<file path="config.mk">
export PLATFORM = sky130hd
export DESIGN_NAME = aliquot_sum_classifier
export DESIGN_NICKNAME = d
export VERILOG_FILES = /design/src/hw/rtl/asc_pkg.sv /design/src/hw/rtl/aliquot_sum_classifier.sv /design/src/hw/rtl/asc_seq.sv /design/src/hw/rtl/asc_div.sv
export SDC_FILE = /design/constraint.sdc
export NUM_CORES = 1
export LEC_CHECK = 0
export BUFFER_PORTS_ARGS = -buffer_cell sky130_fd_sc_hd__buf_4
export CAP_MARGIN = 20
export CELL_PAD_IN_SITES_DETAIL_PLACEMENT = 1
export CELL_PAD_IN_SITES_GLOBAL_PLACEMENT = 2
export CORE_UTILIZATION = 40
export DETAILED_ROUTE_END_ITERATION = 8
export MAX_ROUTING_LAYER = met4
export PLACE_DENSITY = 0.91
export SKIP_LAST_GASP = 1
export SYNTH_ARGS = -nofsm -noshare
export SYNTH_HDL_FRONTEND = slang
export SYNTH_SLANG_ARGS = --single-unit
</file>
<file path="constraint.sdc">
create_clock -name clk -period 3.7 [get_ports clk]
set_clock_uncertainty 0.2 [all_clocks]
set_input_delay 0.555 -clock clk [delete_from_list [all_inputs] [get_ports clk]]
set_output_delay 0.555 -clock clk [all_outputs]
set_load 0.02 [all_outputs]
</file>
<file path="src/hw/rtl/asc_pkg.sv">
// shared types, microcode table and field constants for the aliquot sum classifier
`default_nettype none

package asc_pkg;

  // result field widths
  localparam int COUNT_W = 8;
  localparam int SUM_W   = 22;

  // microprogram addresses
  typedef logic [2:0] upc_t;

  localparam upc_t UPC_IDLE  = 3'd0;
  localparam upc_t UPC_TEST  = 3'd1;
  localparam upc_t UPC_DIV   = 3'd2;
  localparam upc_t UPC_ADD_D = 3'd3;
  localparam upc_t UPC_ADD_Q = 3'd4;
  localparam upc_t UPC_PASS  = 3'd5;
  localparam upc_t UPC_OUT   = 3'd6;

  // jump conditions
  typedef enum logic [2:0] {
    C_NEVER,
    C_ALWAYS,
    C_IDLE,
    C_SQ_GT,
    C_DIV_RUN,
    C_CHAIN
  } cond_t;

  // datapath micro-operations
  typedef struct packed {
    logic busy;
    logic init;
    logic div_load;
    logic div_step;
    logic add_d;
    logic add_q;
    logic end_pass;
    logic emit;
  } uops_t;

  // one control word
  typedef struct packed {
    cond_t cond;
    upc_t  target;
    uops_t ops;
  } uword_t;

  // status flags fed back to the sequencer
  typedef struct packed {
    logic start;
    logic sq_gt;
    logic div_run;
    logic chain;
  } ustat_t;

  // the microprogram
  function automatic uword_t urom(upc_t addr);
    uword_t w;
    w        = '0;
    w.cond   = C_NEVER;
    w.target = UPC_IDLE;
    case (addr)
      UPC_IDLE: begin
        w.cond     = C_IDLE;
        w.target   = UPC_IDLE;
        w.ops.init = 1'b1;
      end
      UPC_TEST: begin
        w.cond         = C_SQ_GT;
        w.target       = UPC_PASS;
        w.ops.busy     = 1'b1;
        w.ops.div_load = 1'b1;
      end
      UPC_DIV: begin
        w.cond         = C_DIV_RUN;
        w.target       = UPC_DIV;
        w.ops.busy     = 1'b1;
        w.ops.div_step = 1'b1;
      end
      UPC_ADD_D: begin
        w.cond      = C_NEVER;
        w.ops.busy  = 1'b1;
        w.ops.add_d = 1'b1;
      end
      UPC_ADD_Q: begin
        w.cond      = C_ALWAYS;
        w.target    = UPC_TEST;
        w.ops.busy  = 1'b1;
        w.ops.add_q = 1'b1;
      end
      UPC_PASS: begin
        w.cond         = C_CHAIN;
        w.target       = UPC_TEST;
        w.ops.busy     = 1'b1;
        w.ops.end_pass = 1'b1;
      end
      UPC_OUT: begin
        w.cond     = C_ALWAYS;
        w.target   = UPC_IDLE;
        w.ops.busy = 1'b1;
        w.ops.emit = 1'b1;
      end
      default: begin
        w.cond   = C_ALWAYS;
        w.target = UPC_IDLE;
      end
    endcase
    return w;
  endfunction

endpackage

`default_nettype wire

</file>
<file path="src/hw/rtl/aliquot_sum_classifier.sv">
// top level: aliquot sum datapath driven by the microcode sequencer
// a second pass runs over the divisor sum s when s exceeds n; each
// trial divisor takes a test step, the shared divider at one bit per
// cycle, and two add steps.
// one transaction at a time: busy stays high until the result strobe.
// synchronous reset returns the sequencer to idle; done is strobed one cycle.
`default_nettype none

module aliquot_sum_classifier
  import asc_pkg::*;
#(
  parameter int NUM_BITS = 20
) (
  input  wire                 clk,
  input  wire                 rst,
  input  wire                 start,
  output logic                busy,
  input  wire  [NUM_BITS-1:0] number,
  output logic                done,
  output logic [COUNT_W-1:0]  divisor_count,
  output logic [SUM_W-1:0]    divisor_sum,
  output logic                is_perfect,
  output logic                is_amicable,
  output logic [SUM_W-1:0]    partner,
  output logic                overflow
);

  // working widths: sums, trial divisor, divisor count
  localparam int SW  = NUM_BITS + 6;
  localparam int DW  = (SW + 1) / 2 + 1;
  localparam int CW  = NUM_BITS / 2 + 3;
  localparam int SXW = (SW > SUM_W) ? SW : SUM_W;
  localparam int CXW = (CW > COUNT_W) ? CW : COUNT_W;

  uops_t  ops;
  ustat_t stat;

  logic [NUM_BITS-1:0] n_r;
  logic [SW-1:0]       m;
  logic [DW-1:0]       d;
  logic [SW:0]         sq;
  logic [SW-1:0]       sum;
  logic [CW-1:0]       cnt;
  logic                pass;
  logic [SW-1:0]       s1;
  logic [CW-1:0]       cnt1;
  logic                amic;

  logic [SW-1:0]  q;
  logic [DW-1:0]  rem;
  logic           div_last;
  logic           rem_zero;
  logic           q_new;
  logic [SW-1:0]  nx;
  logic [SXW-1:0] s1x;
  logic [CXW-1:0] cnt1x;
  logic           sum_ovf;
  logic           cnt_ovf;

  asc_seq u_seq (
    .clk  (clk),
    .rst  (rst),
    .stat (stat),
    .ops  (ops)
  );

  asc_div #(
    .NW (SW),
    .DW (DW)
  ) u_div (
    .clk       (clk),
    .load      (ops.div_load),
    .step      (ops.div_step),
    .dividend  (m),
    .divisor   (d),
    .quotient  (q),
    .remainder (rem),
    .last      (div_last)
  );

  assign busy = ops.busy;
  assign nx   = SW'(n_r);

  // divisor tests
  assign rem_zero = rem == '0;
  assign q_new    = (q != m) && (q != SW'(d));

  // status back to the sequencer
  assign stat.start   = start;
  assign stat.sq_gt   = sq > {1'b0, m};
  assign stat.div_run = ~div_last;
  assign stat.chain   = ~pass && (n_r > NUM_BITS'(1)) && (sum > nx);

  // saturation of the first-pass results
  assign s1x     = SXW'(s1);
  assign cnt1x   = CXW'(cnt1);
  assign sum_ovf = s1x > SXW'({SUM_W{1'b1}});
  assign cnt_ovf = cnt1x > CXW'({COUNT_W{1'b1}});

  // working registers
  always_ff @(posedge clk) begin
    if (ops.init) begin
      n_r  <= number;
      m    <= SW'(number);
      d    <= DW'(1);
      sq   <= (SW + 1)'(1);
      sum  <= '0;
      cnt  <= '0;
      pass <= 1'b0;
      amic <= 1'b0;
    end
    if (ops.add_d && rem_zero) begin
      sum <= sum + SW'(d);
      cnt <= cnt + CW'(1);
    end
    if (ops.add_q) begin
      if (rem_zero && q_new) begin
        sum <= sum + q;
        cnt <= cnt + CW'(1);
      end
      d  <= d + DW'(1);
      sq <= sq + (SW + 1)'({d, 1'b1});
    end
    if (ops.end_pass) begin
      if (!pass) begin
        s1   <= sum;
        cnt1 <= cnt;
        if (stat.chain) begin
          m    <= sum;
          d    <= DW'(1);
          sq   <= (SW + 1)'(1);
          sum  <= '0;
          cnt  <= '0;
          pass <= 1'b1;
        end
      end else begin
        amic <= sum == nx;
      end
    end
  end

  // result registers
  always_ff @(posedge clk) begin
    if (ops.emit) begin
      divisor_count <= cnt_ovf ? {COUNT_W{1'b1}} : cnt1x[COUNT_W-1:0];
      divisor_sum   <= sum_ovf ? {SUM_W{1'b1}} : s1x[SUM_W-1:0];
      is_perfect    <= (s1 == nx) && (n_r > NUM_BITS'(1));
      is_amicable   <= amic;
      partner       <= !amic ? '0 : (sum_ovf ? {SUM_W{1'b1}} : s1x[SUM_W-1:0]);
      overflow      <= sum_ovf || cnt_ovf;
    end
  end

  // result strobe
  always_ff @(posedge clk) begin
    if (rst) begin
      done <= 1'b0;
    end else begin
      done <= ops.emit;
    end
  end

endmodule

`default_nettype wire

</file>
<file path="src/hw/rtl/asc_seq.sv">
// microcode sequencer: step counter, control store and conditional jumps
`default_nettype none

module asc_seq
  import asc_pkg::*;
(
  input  wire    clk,
  input  wire    rst,
  input  ustat_t stat,
  output uops_t  ops
);

  upc_t   upc;
  upc_t   upc_next;
  uword_t word;
  logic   take;

  // control store read
  assign word = urom(upc);
  assign ops  = word.ops;

  // jump condition select
  always_comb begin
    case (word.cond)
      C_NEVER:   take = 1'b0;
      C_ALWAYS:  take = 1'b1;
      C_IDLE:    take = ~stat.start;
      C_SQ_GT:   take = stat.sq_gt;
      C_DIV_RUN: take = stat.div_run;
      C_CHAIN:   take = stat.chain;
      default:   take = 1'b1;
    endcase
    upc_next = take ? word.target : upc + 3'd1;
  end

  // step counter
  always_ff @(posedge clk) begin
    if (rst) begin
      upc <= UPC_IDLE;
    end else begin
      upc <= upc_next;
    end
  end

endmodule

`default_nettype wire

</file>
<file path="src/hw/rtl/asc_div.sv">
// restoring divider, one quotient bit per cycle while step is asserted
`default_nettype none

module asc_div #(
  parameter int NW = 26,
  parameter int DW = 14
) (
  input  wire           clk,
  input  wire           load,
  input  wire           step,
  input  wire  [NW-1:0] dividend,
  input  wire  [DW-1:0] divisor,
  output logic [NW-1:0] quotient,
  output logic [DW-1:0] remainder,
  output logic          last
);

  localparam int KW = $clog2(NW + 1);

  logic [KW-1:0] cnt;
  logic [DW:0]   trial;
  logic          fits;

  // trial subtract of the next partial remainder
  assign trial = {remainder, quotient[NW-1]};
  assign fits  = trial >= {1'b0, divisor};
  assign last  = cnt == KW'(1);

  // shift and subtract
  always_ff @(posedge clk) begin
    if (load) begin
      quotient  <= dividend;
      remainder <= '0;
      cnt       <= KW'(NW);
    end else if (step) begin
      remainder <= fits ? DW'(trial - {1'b0, divisor}) : trial[DW-1:0];
      quotient  <= {quotient[NW-2:0], fits};
      cnt       <= cnt - KW'(1);
    end
  end

endmodule

`default_nettype wire
</file>
==> results.cfg, run 1 <==
[run]
max_cap_violations = 0

[global_routing]
grt_max_degree = 59
grt.overflow.total = 0
grt_pass1_wl_um = 74700
track_usage_pct = 24.1
antenna_found_initial = 1
grt_pass1_vias = 13600

[finish]
final_core_util_pct = 47.6
antenna_cells = 0
layout-drive-gt1-share_pct = 11.2
num-fill-cells = 4408
nets = 1939
instances_no_fill = 2333
syn_to_final_growth_pct = 17.1

[setup_path]
path_cells = inv_1, ha_1, a21oi_1, o21ai_0, o31ai_1, a31oi_1, a211oi_2, o211ai_1, mux2_2, nor2_1
critPathSlowestCell = a211oi_2
crit_fanout = 7
required_ns = 4.02
critPathMaxStageDelay_ns = 0.81
startpoint_type = flop
crit_arrival_ns = 3.74
path_class = flop to flop
end_kind = flop

[sta]
worst_pin_slew_ns = 0.936
max_freq_mhz = 292
fin_tns_setup_ns = 0
hold_violations = 0
slew_headroom_pct = 37.5
min_period_ns = 3.42
rsz0062_at_grt = no
slew_viol_final = 0
finalSetupViolations = 0
fin_hold_ws_ns = 0.297
period_share_pct = 92.4

[route]
drc_errors = 0
drt-initial-drc-count = 671
ant_nets = 0
vias = 12900
vias_per_cell = 5.54
wl_per_cell_um = 20.1
drt-total-wl_um = 46900
drt-pass1-iter-count = 5

[synth]
synth_area_um2 = 15700
yosysWarnings = 0
seq_area_frac_synth_pct = 43.4
ys.flop_type = edfxtp_1
synth.avg_cell_area_um2 = 9.45
ys_seq_elements = 271
ys_types = 72
synth-edff-count = 140
synthArstFlopShare_pct = 0
syn-num-nets = 1814
syn-instance-count = 1665

[power_and_ir_drop]
switching_power_mw = 6.17
intPower_mw = 8.44
peakVddDrop_mv = 0.513
leakage_nw = 7.40
power_mw = 14.6
pwr_density_cell_nw_per_um2 = 793
p_clk_share_pct = 21.7
seq_power_share_pct = 33.2
netSwitchingFraction_pct = 42.2
combinationalPowerShare_pct = 45.1

[cts]
root_buffer = clkbuf_16
cts.reportedPaths.clkPinSlew_ns = 0.06
numCtsBuffers = 31
cts_sinks = 271
cts_buffer_depth = 3
cts_setup_buffers = 0
cts_tree = done
cts_htree_levels = 1
clock_latency_ns = 0.59

[placed_design]
dp.cells = 2254
hpwl_um = 36400
gp_congestion = 0.891
port_buffers = 79

[die]
die_x_um = 200
core_area_um2 = 38700
io-pin-count = 80
die_y_um = 200
initial_utilization_pct = 40.6
rows = 72
die-area_um2 = 40100

[hold_path]
hold_class = flop to flop

[outcome]
outcome = finished, final reports clean
## registers in the layout, indices dropped and copies added, names as in the netlist, 20 cells and up
| name | cells |
|---|---|
| partner | 22 |
| m | 26 |
| sum | 26 |
| n_r | 20 |
| u_div.quotient | 26 |
| divisor_sum | 22 |
| sq | 27 |
| s1 | 26 |
## layout make-up
| class | count | area (um2) | share of cell area (%) |
|---|---|---|---|
| clock inverter | 18 | 216 | 1.17 |
| clock buffer | 40 | 830 | 4.50 |
| multi-input combinational | 1247 | 8360 | 45.4 |
| sequential | 271 | 6830 | 37.1 |
| inverter | 88 | 330 | 1.79 |
| tap | 518 | 648 | 3.52 |
| timing repair buffer | 151 | 1210 | 6.57 |
## placed cells by master (no fill, tap or decap), types with 9 or more instances in the layout
cell,synthesis,routed
nor2_1,145,143
nand2_1,142,142
edfxtp_1,140,140
dfxtp_1,131,131
buf_4,0,128
ha_1,122,122
o21ai_0,120,120
a21oi_1,113,113
inv_1,88,87
xnor2_1,82,82
xor2_1,52,52
nand2b_1,40,40
a21o_1,37,37
nand4_1,36,36
nand3_1,34,34
clkbuf_16,0,31
and2_1,28,27
and3_1,24,24
a211oi_1,23,23
nor3_1,22,22
dlygate4sd3_1,0,21
nor2b_1,20,20
nor4_1,21,20
or3_1,18,18
mux2i_1,15,15
o21a_1,12,12
a31oi_1,10,10
o21bai_1,10,10
nand3b_1,10,10
o211ai_1,9,9
## synthesized netlist by cell type (12+ instances only)
| master | instances | area share, % |
|---|---|---|
| nor2_1 | 145 | 3.5 |
| xnor2_1 | 82 | 4.6 |
| mux2i_1 | 15 | 0.95 |
| and2_1 | 28 | 1.1 |
| o21a_1 | 12 | 0.57 |
| edfxtp_1 | 140 | 27 |
| nor2b_1 | 20 | 0.80 |
| inv_1 | 88 | 2.1 |
| dfxtp_1 | 131 | 17 |
| nand4_1 | 36 | 1.4 |
| and3_1 | 24 | 0.95 |
| clkbuf_1 | 45 | 1.1 |
| a21oi_1 | 113 | 3.6 |
| ha_1 | 122 | 9.7 |
| nor3_1 | 22 | 0.70 |
| nor4_1 | 21 | 0.84 |
| a21o_1 | 37 | 1.8 |
| nand2b_1 | 40 | 1.6 |
| nand2_1 | 142 | 3.4 |
| xor2_1 | 52 | 2.9 |
| nand3_1 | 34 | 1.1 |
| a211oi_1 | 23 | 1.1 |
| o21ai_0 | 120 | 3.8 |
| or3_1 | 18 | 0.72 |
## what timing repair did
item,4_1_cts,5_1_grt
hold endpoints to repair,24,0
endpoints found under the setup margin,0,0
gates resized for setup,0,0
hold buffers,21,0
## critical path: cells and delay by family (launching register included)
| kind | cells | cell delay (ns) |
|---|---|---|
| adder cells (fa/ha/maj) | 1 | 0.31 |
| buffers and inverters | 1 | 0.07 |
| AND/OR/NAND/NOR | 1 | 0.08 |
| flip-flops | 1 | 0.44 |
| AO/OA/AOI/OAI | 6 | 1.88 |
| multiplexers | 1 | 0.37 |
## per-layer routing
layer / vias to the layer above / routed length [um] / GRT usage, %
met2: 276 / 23100 / 41.4
li1: 6265 / - / -
met3: 77 / 1550 / 2.20
met5: - / 0 / -
met1: 6317 / 20800 / 29.7
met4: 0 / 1520 / 8.37
## path summary, 6_finish.rpt
path           from            to  slack, ns  cells after the start
max          n_r[3]  u_seq.upc[2]       0.28                     10
min           sq[9]         sq[9]       0.30                      2
max reg2reg  n_r[3]  u_seq.upc[2]       0.28                     10
min reg2reg   sq[9]         sq[9]       0.30                      2
## cell families after synthesis
family / after synthesis / share of synthesized area, %
and+or+nand+nor: 564 / 17.9
AOI/OAI and AO/OA: 406 / 16.4
DFF: 271 / 43.4
buffers and inverters: 147 / 3.59
xor gates and xnor gates: 134 / 7.46
adders and majority gates: 126 / 10.2
muxes: 17 / 1.10
## power by group through the flow
stage	clock network [mW]	logic [mW]	registers (mW)
2_1_floorplan	0	4.51	4.64
3_3_place_gp	0	6.33	4.85
3_5_place_dp	0	6.53	4.89
4_1_cts	3.24	6.61	4.83
5_1_grt	3.34	7.28	4.92
6_report	3.17	6.58	4.85
## per-stage QoR
step / cell area [um2] / worst slack, ns
final: 18400 / 0.280
after global routing: 18400 / 0.0908
after CTS: 18400 / 0.230
after detailed placement: 17200 / 0.221
after global placement: 17200 / 0.305
after floorplan: 15700 / 0.608
Power figures use the tool's default switching activity.
==> run 2: changes to the inputs <==
--- a/config.mk
+++ b/config.mk
@@ -8,11 +8,13 @@
 export BUFFER_PORTS_ARGS = -buffer_cell sky130_fd_sc_hd__buf_4
 export CAP_MARGIN = 20
 export CELL_PAD_IN_SITES_DETAIL_PLACEMENT = 1
-export CELL_PAD_IN_SITES_GLOBAL_PLACEMENT = 2
-export CORE_UTILIZATION = 40
+export CELL_PAD_IN_SITES_GLOBAL_PLACEMENT = 1
+export CORE_ASPECT_RATIO = 0.9
+export CORE_UTILIZATION = 45
+export CTS_CLUSTER_SIZE = 10
 export DETAILED_ROUTE_END_ITERATION = 8
 export MAX_ROUTING_LAYER = met4
-export PLACE_DENSITY = 0.91
+export PLACE_DENSITY = 0.86
 export SKIP_LAST_GASP = 1
 export SYNTH_ARGS = -nofsm -noshare
 export SYNTH_HDL_FRONTEND = slang
==> run 2 against run 1 <==
Clock power hardly changed. Critical path type unchanged. Critical path depth decreased by 1. Setup slack lost 0.22 ns. Sequential share of layout area grew 0.57 points. Via count up 2.2%. Utilization increased by 5.5 points. First-iteration DRC count grew 32%. Non-clock buffer count fell by 23. Hold slack got worse by 0.29 ns. Combinational power rose by 3%. Final cell count shrank 3.2%.
==> results.cfg, run 2 (synthesis gave the netlist of run 1 again) <==
[cts]
cts_tree = done
numCtsBuffers = 34
cts.reportedPaths.clkPinSlew_ns = 0.06
cts_hold_buffers = 0
cts_sinks = 271
clock_latency_ns = 0.53
cts_buffer_depth = 3
cts_htree_levels = 2
root_buffer = clkbuf_16

[global_routing]
grt_util_met2_pct = 48.1
grt_max_degree = 60
grt_pass1_vias = 13600
antenna_found_initial = 3
track_usage_pct = 28.8
met3_usage_pct = 4.45
top_usage_layer = met2
grt.overflow.total = 0
grt_util_met1_pct = 34.9
grt_pass1_wl_um = 76200

[sta]
hold_violations = 0
period_share_pct = 98.3
worst_pin_slew_ns = 1.01
finalSetupViolations = 0
slew_headroom_pct = 32.6
fin_tns_setup_ns = 0
slew_viol_final = 0
rsz0062_at_grt = no
max_freq_mhz = 275
min_period_ns = 3.64

[die]
die-area_um2 = 35700
die_y_um = 179
die_x_um = 199
initial_utilization_pct = 46.0
io-pin-count = 80
core_area_um2 = 34200
rows = 64

[power_and_ir_drop]
pwr_density_cell_nw_per_um2 = 815
power_mw = 14.8
peakVddDrop_mv = 0.473
leakage_nw = 7.31

[route]
vias = 13200
ant_nets = 0
drt-total-wl_um = 49400
drt-initial-drc-count = 885
wl_per_cell_um = 21.9
drc_errors = 0
vias_per_cell = 5.85
drt-pass1-iter-count = 5

[finish]
top_register = sq
syn_to_final_growth_pct = 15.3
mostFrequentLayoutCells = nor2_1 (143), nand2_1 (142), edfxtp_1 (140)
multi_input_area_um2 = 8370
nets = 1920
seq_area_um2 = 6830
layout_commonest_cell = nor2_1
largest_register_ffs = 27
layout-drive-gt1-share_pct = 11.1
num-fill-cells = 3930

[hold_path]
min_path_cells = 2
hold_class = input port to flop

[outcome]
outcome = finished, final reports clean

[setup_path]
crit_fanout = 8
path_class = flop to flop
crit_arrival_ns = 3.90
end_kind = flop
required_ns = 3.96
r2r_cells = 9
startpoint_type = flop

[run]
max_cap_violations = 0

[placed_design]
gp_congestion = 0.934
hpwl_um = 37200
port_buffers = 79
## run 2: cell count changes in the layout (fill, tap and decap cells not counted), sizes merged
cell	previous run	this run
nor2	145	146
clkinvlp	3	0
dlygate4sd3	21	0
bufinv	4	1
buf	130	128
diode	0	1
inv	92	90
clkbuf	40	55
clkinv	7	3
## run 2: stage by stage
stage                     setup slack [ns]  area (um2)  cells  hold WS [ns]  util [%]
final                               0.0619       18100   2259        0.0113      53.1
after global routing                0.0208       18100   2259        0.0167      53.1
after CTS                           0.0762       18100   2257       0.00353      53.0
after detailed placement             0.191       17100   2196         0.260      50.0
after global placement               0.231       17100   2196         0.257      50.0
after floorplan                      0.608       15700   1665         0.232         -
## run 2: worst paths after layout
path / start / to / slack (ns)
setup / recovery: sum[15] / u_seq.upc[2] / 0.06
hold / removal: rst / u_seq.upc[2] / 0.01
setup reg to reg: sum[15] / u_seq.upc[2] / 0.06
hold reg to reg: cnt[12] / cnt1[12] / 0.28
## run 2: cell type report
type	count	area share, %
sequential	271	37.6
tap	462	3.19
clock buffer	55	5.29
clock inverter	6	0.407
inverter	88	1.82
timing repair buffer	128	5.50
multi-input combinational	1248	46.2
antenna	1	0.0138
## run 2: routing by layer
metal	share of wire (%)	up-vias
met2	48	409
li1	-	6220
met5	0	-
met4	3.7	0
met1	43	6490
met3	6.2	102
## run 2: repair_timing
action	4_1_cts	5_1_grt
gates resized for setup	0	1
setup buffers	0	0
setup endpoints to repair	0	29
## run 2: worst max-delay path, stage by stage, from the launching register on
cell and delay [ns]:
dfxtp_1 0.53, ha_1 0.33, a21o_1 0.17, a21o_1 0.17
a211oi_1 0.28, o21ai_0 0.17, a211oi_2 0.85, o211ai_1 0.42
mux2_2 0.37, nor2_1 0.08
## run 2: where the power goes
| group | internal [mW] | switching, mW | total (mW) |
|---|---|---|---|
| sequential | 4.03 | 0.830 | 4.86 |
| combinational | 2.54 | 4.23 | 6.77 |
| clock | 1.85 | 1.31 | 3.16 |
==> run 3: changes to the inputs <==
--- a/config.mk
+++ b/config.mk
@@ -14,7 +14,7 @@
 export CTS_CLUSTER_SIZE = 10
 export DETAILED_ROUTE_END_ITERATION = 8
 export MAX_ROUTING_LAYER = met4
-export PLACE_DENSITY = 0.86
+export PLACE_DENSITY_LB_ADDON = 0.08
 export SKIP_LAST_GASP = 1
 export SYNTH_ARGS = -nofsm -noshare
 export SYNTH_HDL_FRONTEND = slang
==> run 3 against run 2 <==
Register-to-register slack better by 0.14 ns. Via count down 1.7%. Die area unchanged. Non-clock buffer count up 13. Clock power about the same. Count of clock-buffer cells in the layout up 2. First-iteration DRC count down 40%. Fmax up 3.9%. Sequential share of layout area down 0.20 points. Total power down 0.54%. Utilization up 0.28 points. Setup slack better by 0.14 ns.
==> results.cfg, run 3 (synthesis gave the netlist of run 1 again) <==
[cts]
numCtsBuffers = 34
cts.reportedPaths.clkPinSlew_ns = 0.06
postCtsResizedCells = 0
root_buffer = clkbuf_16
cts_sinks = 271
cts_tree = done
cts_htree_levels = 2
cts_hold_buffers = 0
cts_buffer_depth = 3
cts_setup_buffers = 0
clock_latency_ns = 0.52

[finish]
layout_commonest_cell = nor2_1
layout-drive-gt1-share_pct = 11.7
antenna_cells = 0
num-fill-cells = 3895
nets = 1932
top_register = sq
largest_register_ffs = 27
syn_to_final_growth_pct = 15.9
mostFrequentLayoutCells = nor2_1 (143), nand2_1 (142), edfxtp_1 (140)

[global_routing]
grt_pass1_vias = 13500
track_usage_pct = 29.1
grt.overflow.total = 0
grt_max_degree = 56
grt_pass1_wl_um = 76900
antenna_found_initial = 0

[sta]
period_share_pct = 94.7
slew_headroom_pct = 45.1
finalSetupViolations = 0
slew_viol_final = 0
fin_tns_setup_ns = 0
min_period_ns = 3.50
worst_pin_slew_ns = 0.822
rsz0062_at_grt = no
hold_violations = 0
max_freq_mhz = 286

[outcome]
outcome = finished, final reports clean

[setup_path]
crit_fanout = 17
path_class = flop to flop
crit_arrival_ns = 3.70
required_ns = 3.90
end_kind = flop
startpoint_type = flop

[route]
drt-total-wl_um = 49300
drc_errors = 0
drt-initial-drc-count = 529
ant_nets = 0
wl_per_cell_um = 21.7
vias = 13000
drt-pass1-iter-count = 5
vias_per_cell = 5.72

[die]
rows = 64
initial_utilization_pct = 46.0
core_area_um2 = 34200
die-area_um2 = 35700
die_x_um = 199
die_y_um = 179
io-pin-count = 80

[hold_path]
hold_class = input port to flop

[run]
max_cap_violations = 0

[power_and_ir_drop]
power_mw = 14.7
pwr_density_cell_nw_per_um2 = 807
peakVddDrop_mv = 0.482
leakage_nw = 7.38

[placed_design]
gp_congestion = 0.930
hpwl_um = 38000
port_buffers = 79
[run 3: changes by cell type in the layout (fill, tap and decap cells not counted), sizes merged]
cell / change
buf: +13
diode: -1
bufinv: -1
inv: -2
nor2: -1
clkbuf: +2
clkinv: +2
[run 3: worst paths after layout]
| check | start | slack [ns] | depth (start not counted) | end |
|---|---|---|---|---|
| worst min-delay path | number[0] | 0.02 | 1 | n_r[0] |
| worst max-delay path | sum[17] | 0.20 | 12 | sq[16] |
| worst min register to register | cnt[12] | 0.28 | 0 | cnt1[12] |
| worst max register to register | sum[17] | 0.20 | 12 | sq[16] |
[run 3: power breakdown]
| group | internal, mW | switching, mW | total (mW) |
|---|---|---|---|
| logic | 2.58 | 4.16 | 6.74 |
| registers | 4.03 | 0.801 | 4.83 |
| clock network | 1.85 | 1.30 | 3.14 |
[run 3: metrics by stage]
stage	cells	util (%)	setup slack, ns	area [um2]	hold WS [ns]
floorplan	1665	-	0.608	15700	0.232
CTS	2271	53.3	0.205	18200	0.00908
finish	2271	53.3	0.197	18200	0.0246
global placement	2209	50.3	0.276	17200	0.272
global route	2271	53.3	0.0849	18200	0.0142
detailed placement	2209	50.3	0.226	17200	0.268
[run 3: cell type report]
class / count / area (um2) / area share [%]
Clock inverter: 5 / 47.5 / 0.261
Sequential cell: 271 / 6830 / 37.4
Clock buffer: 57 / 998 / 5.47
Timing Repair Buffer: 141 / 1100 / 6.01
Tap cell: 462 / 578 / 3.17
Inverter: 88 / 330 / 1.81
Multi-Input combinational cell: 1247 / 8360 / 45.8
[run 3: worst max-delay path: stages (launching register included)]
cell      delay [ns]
dfxtp_1         0.55
ha_1            0.33
nand4_1         0.15
nor3_1          0.11
nand2_1         0.08
nor3_1          0.06
buf_4           0.16
or4_1           0.66
nor2_4          0.51
buf_4           0.34
nor2_1          0.06
o211ai_1        0.08
nand2_1         0.07
[run 3: layer usage]
| metal | vias up | wire [um] | GRT usage (%) |
|---|---|---|---|
| met3 | 76 | 1970 | 2.88 |
| met2 | 288 | 23500 | 48.2 |
| met1 | 6377 | 22600 | 38.0 |
| li1 | 6254 | - | - |
| met5 | - | 0 | - |
| met4 | 0 | 1160 | 7.88 |
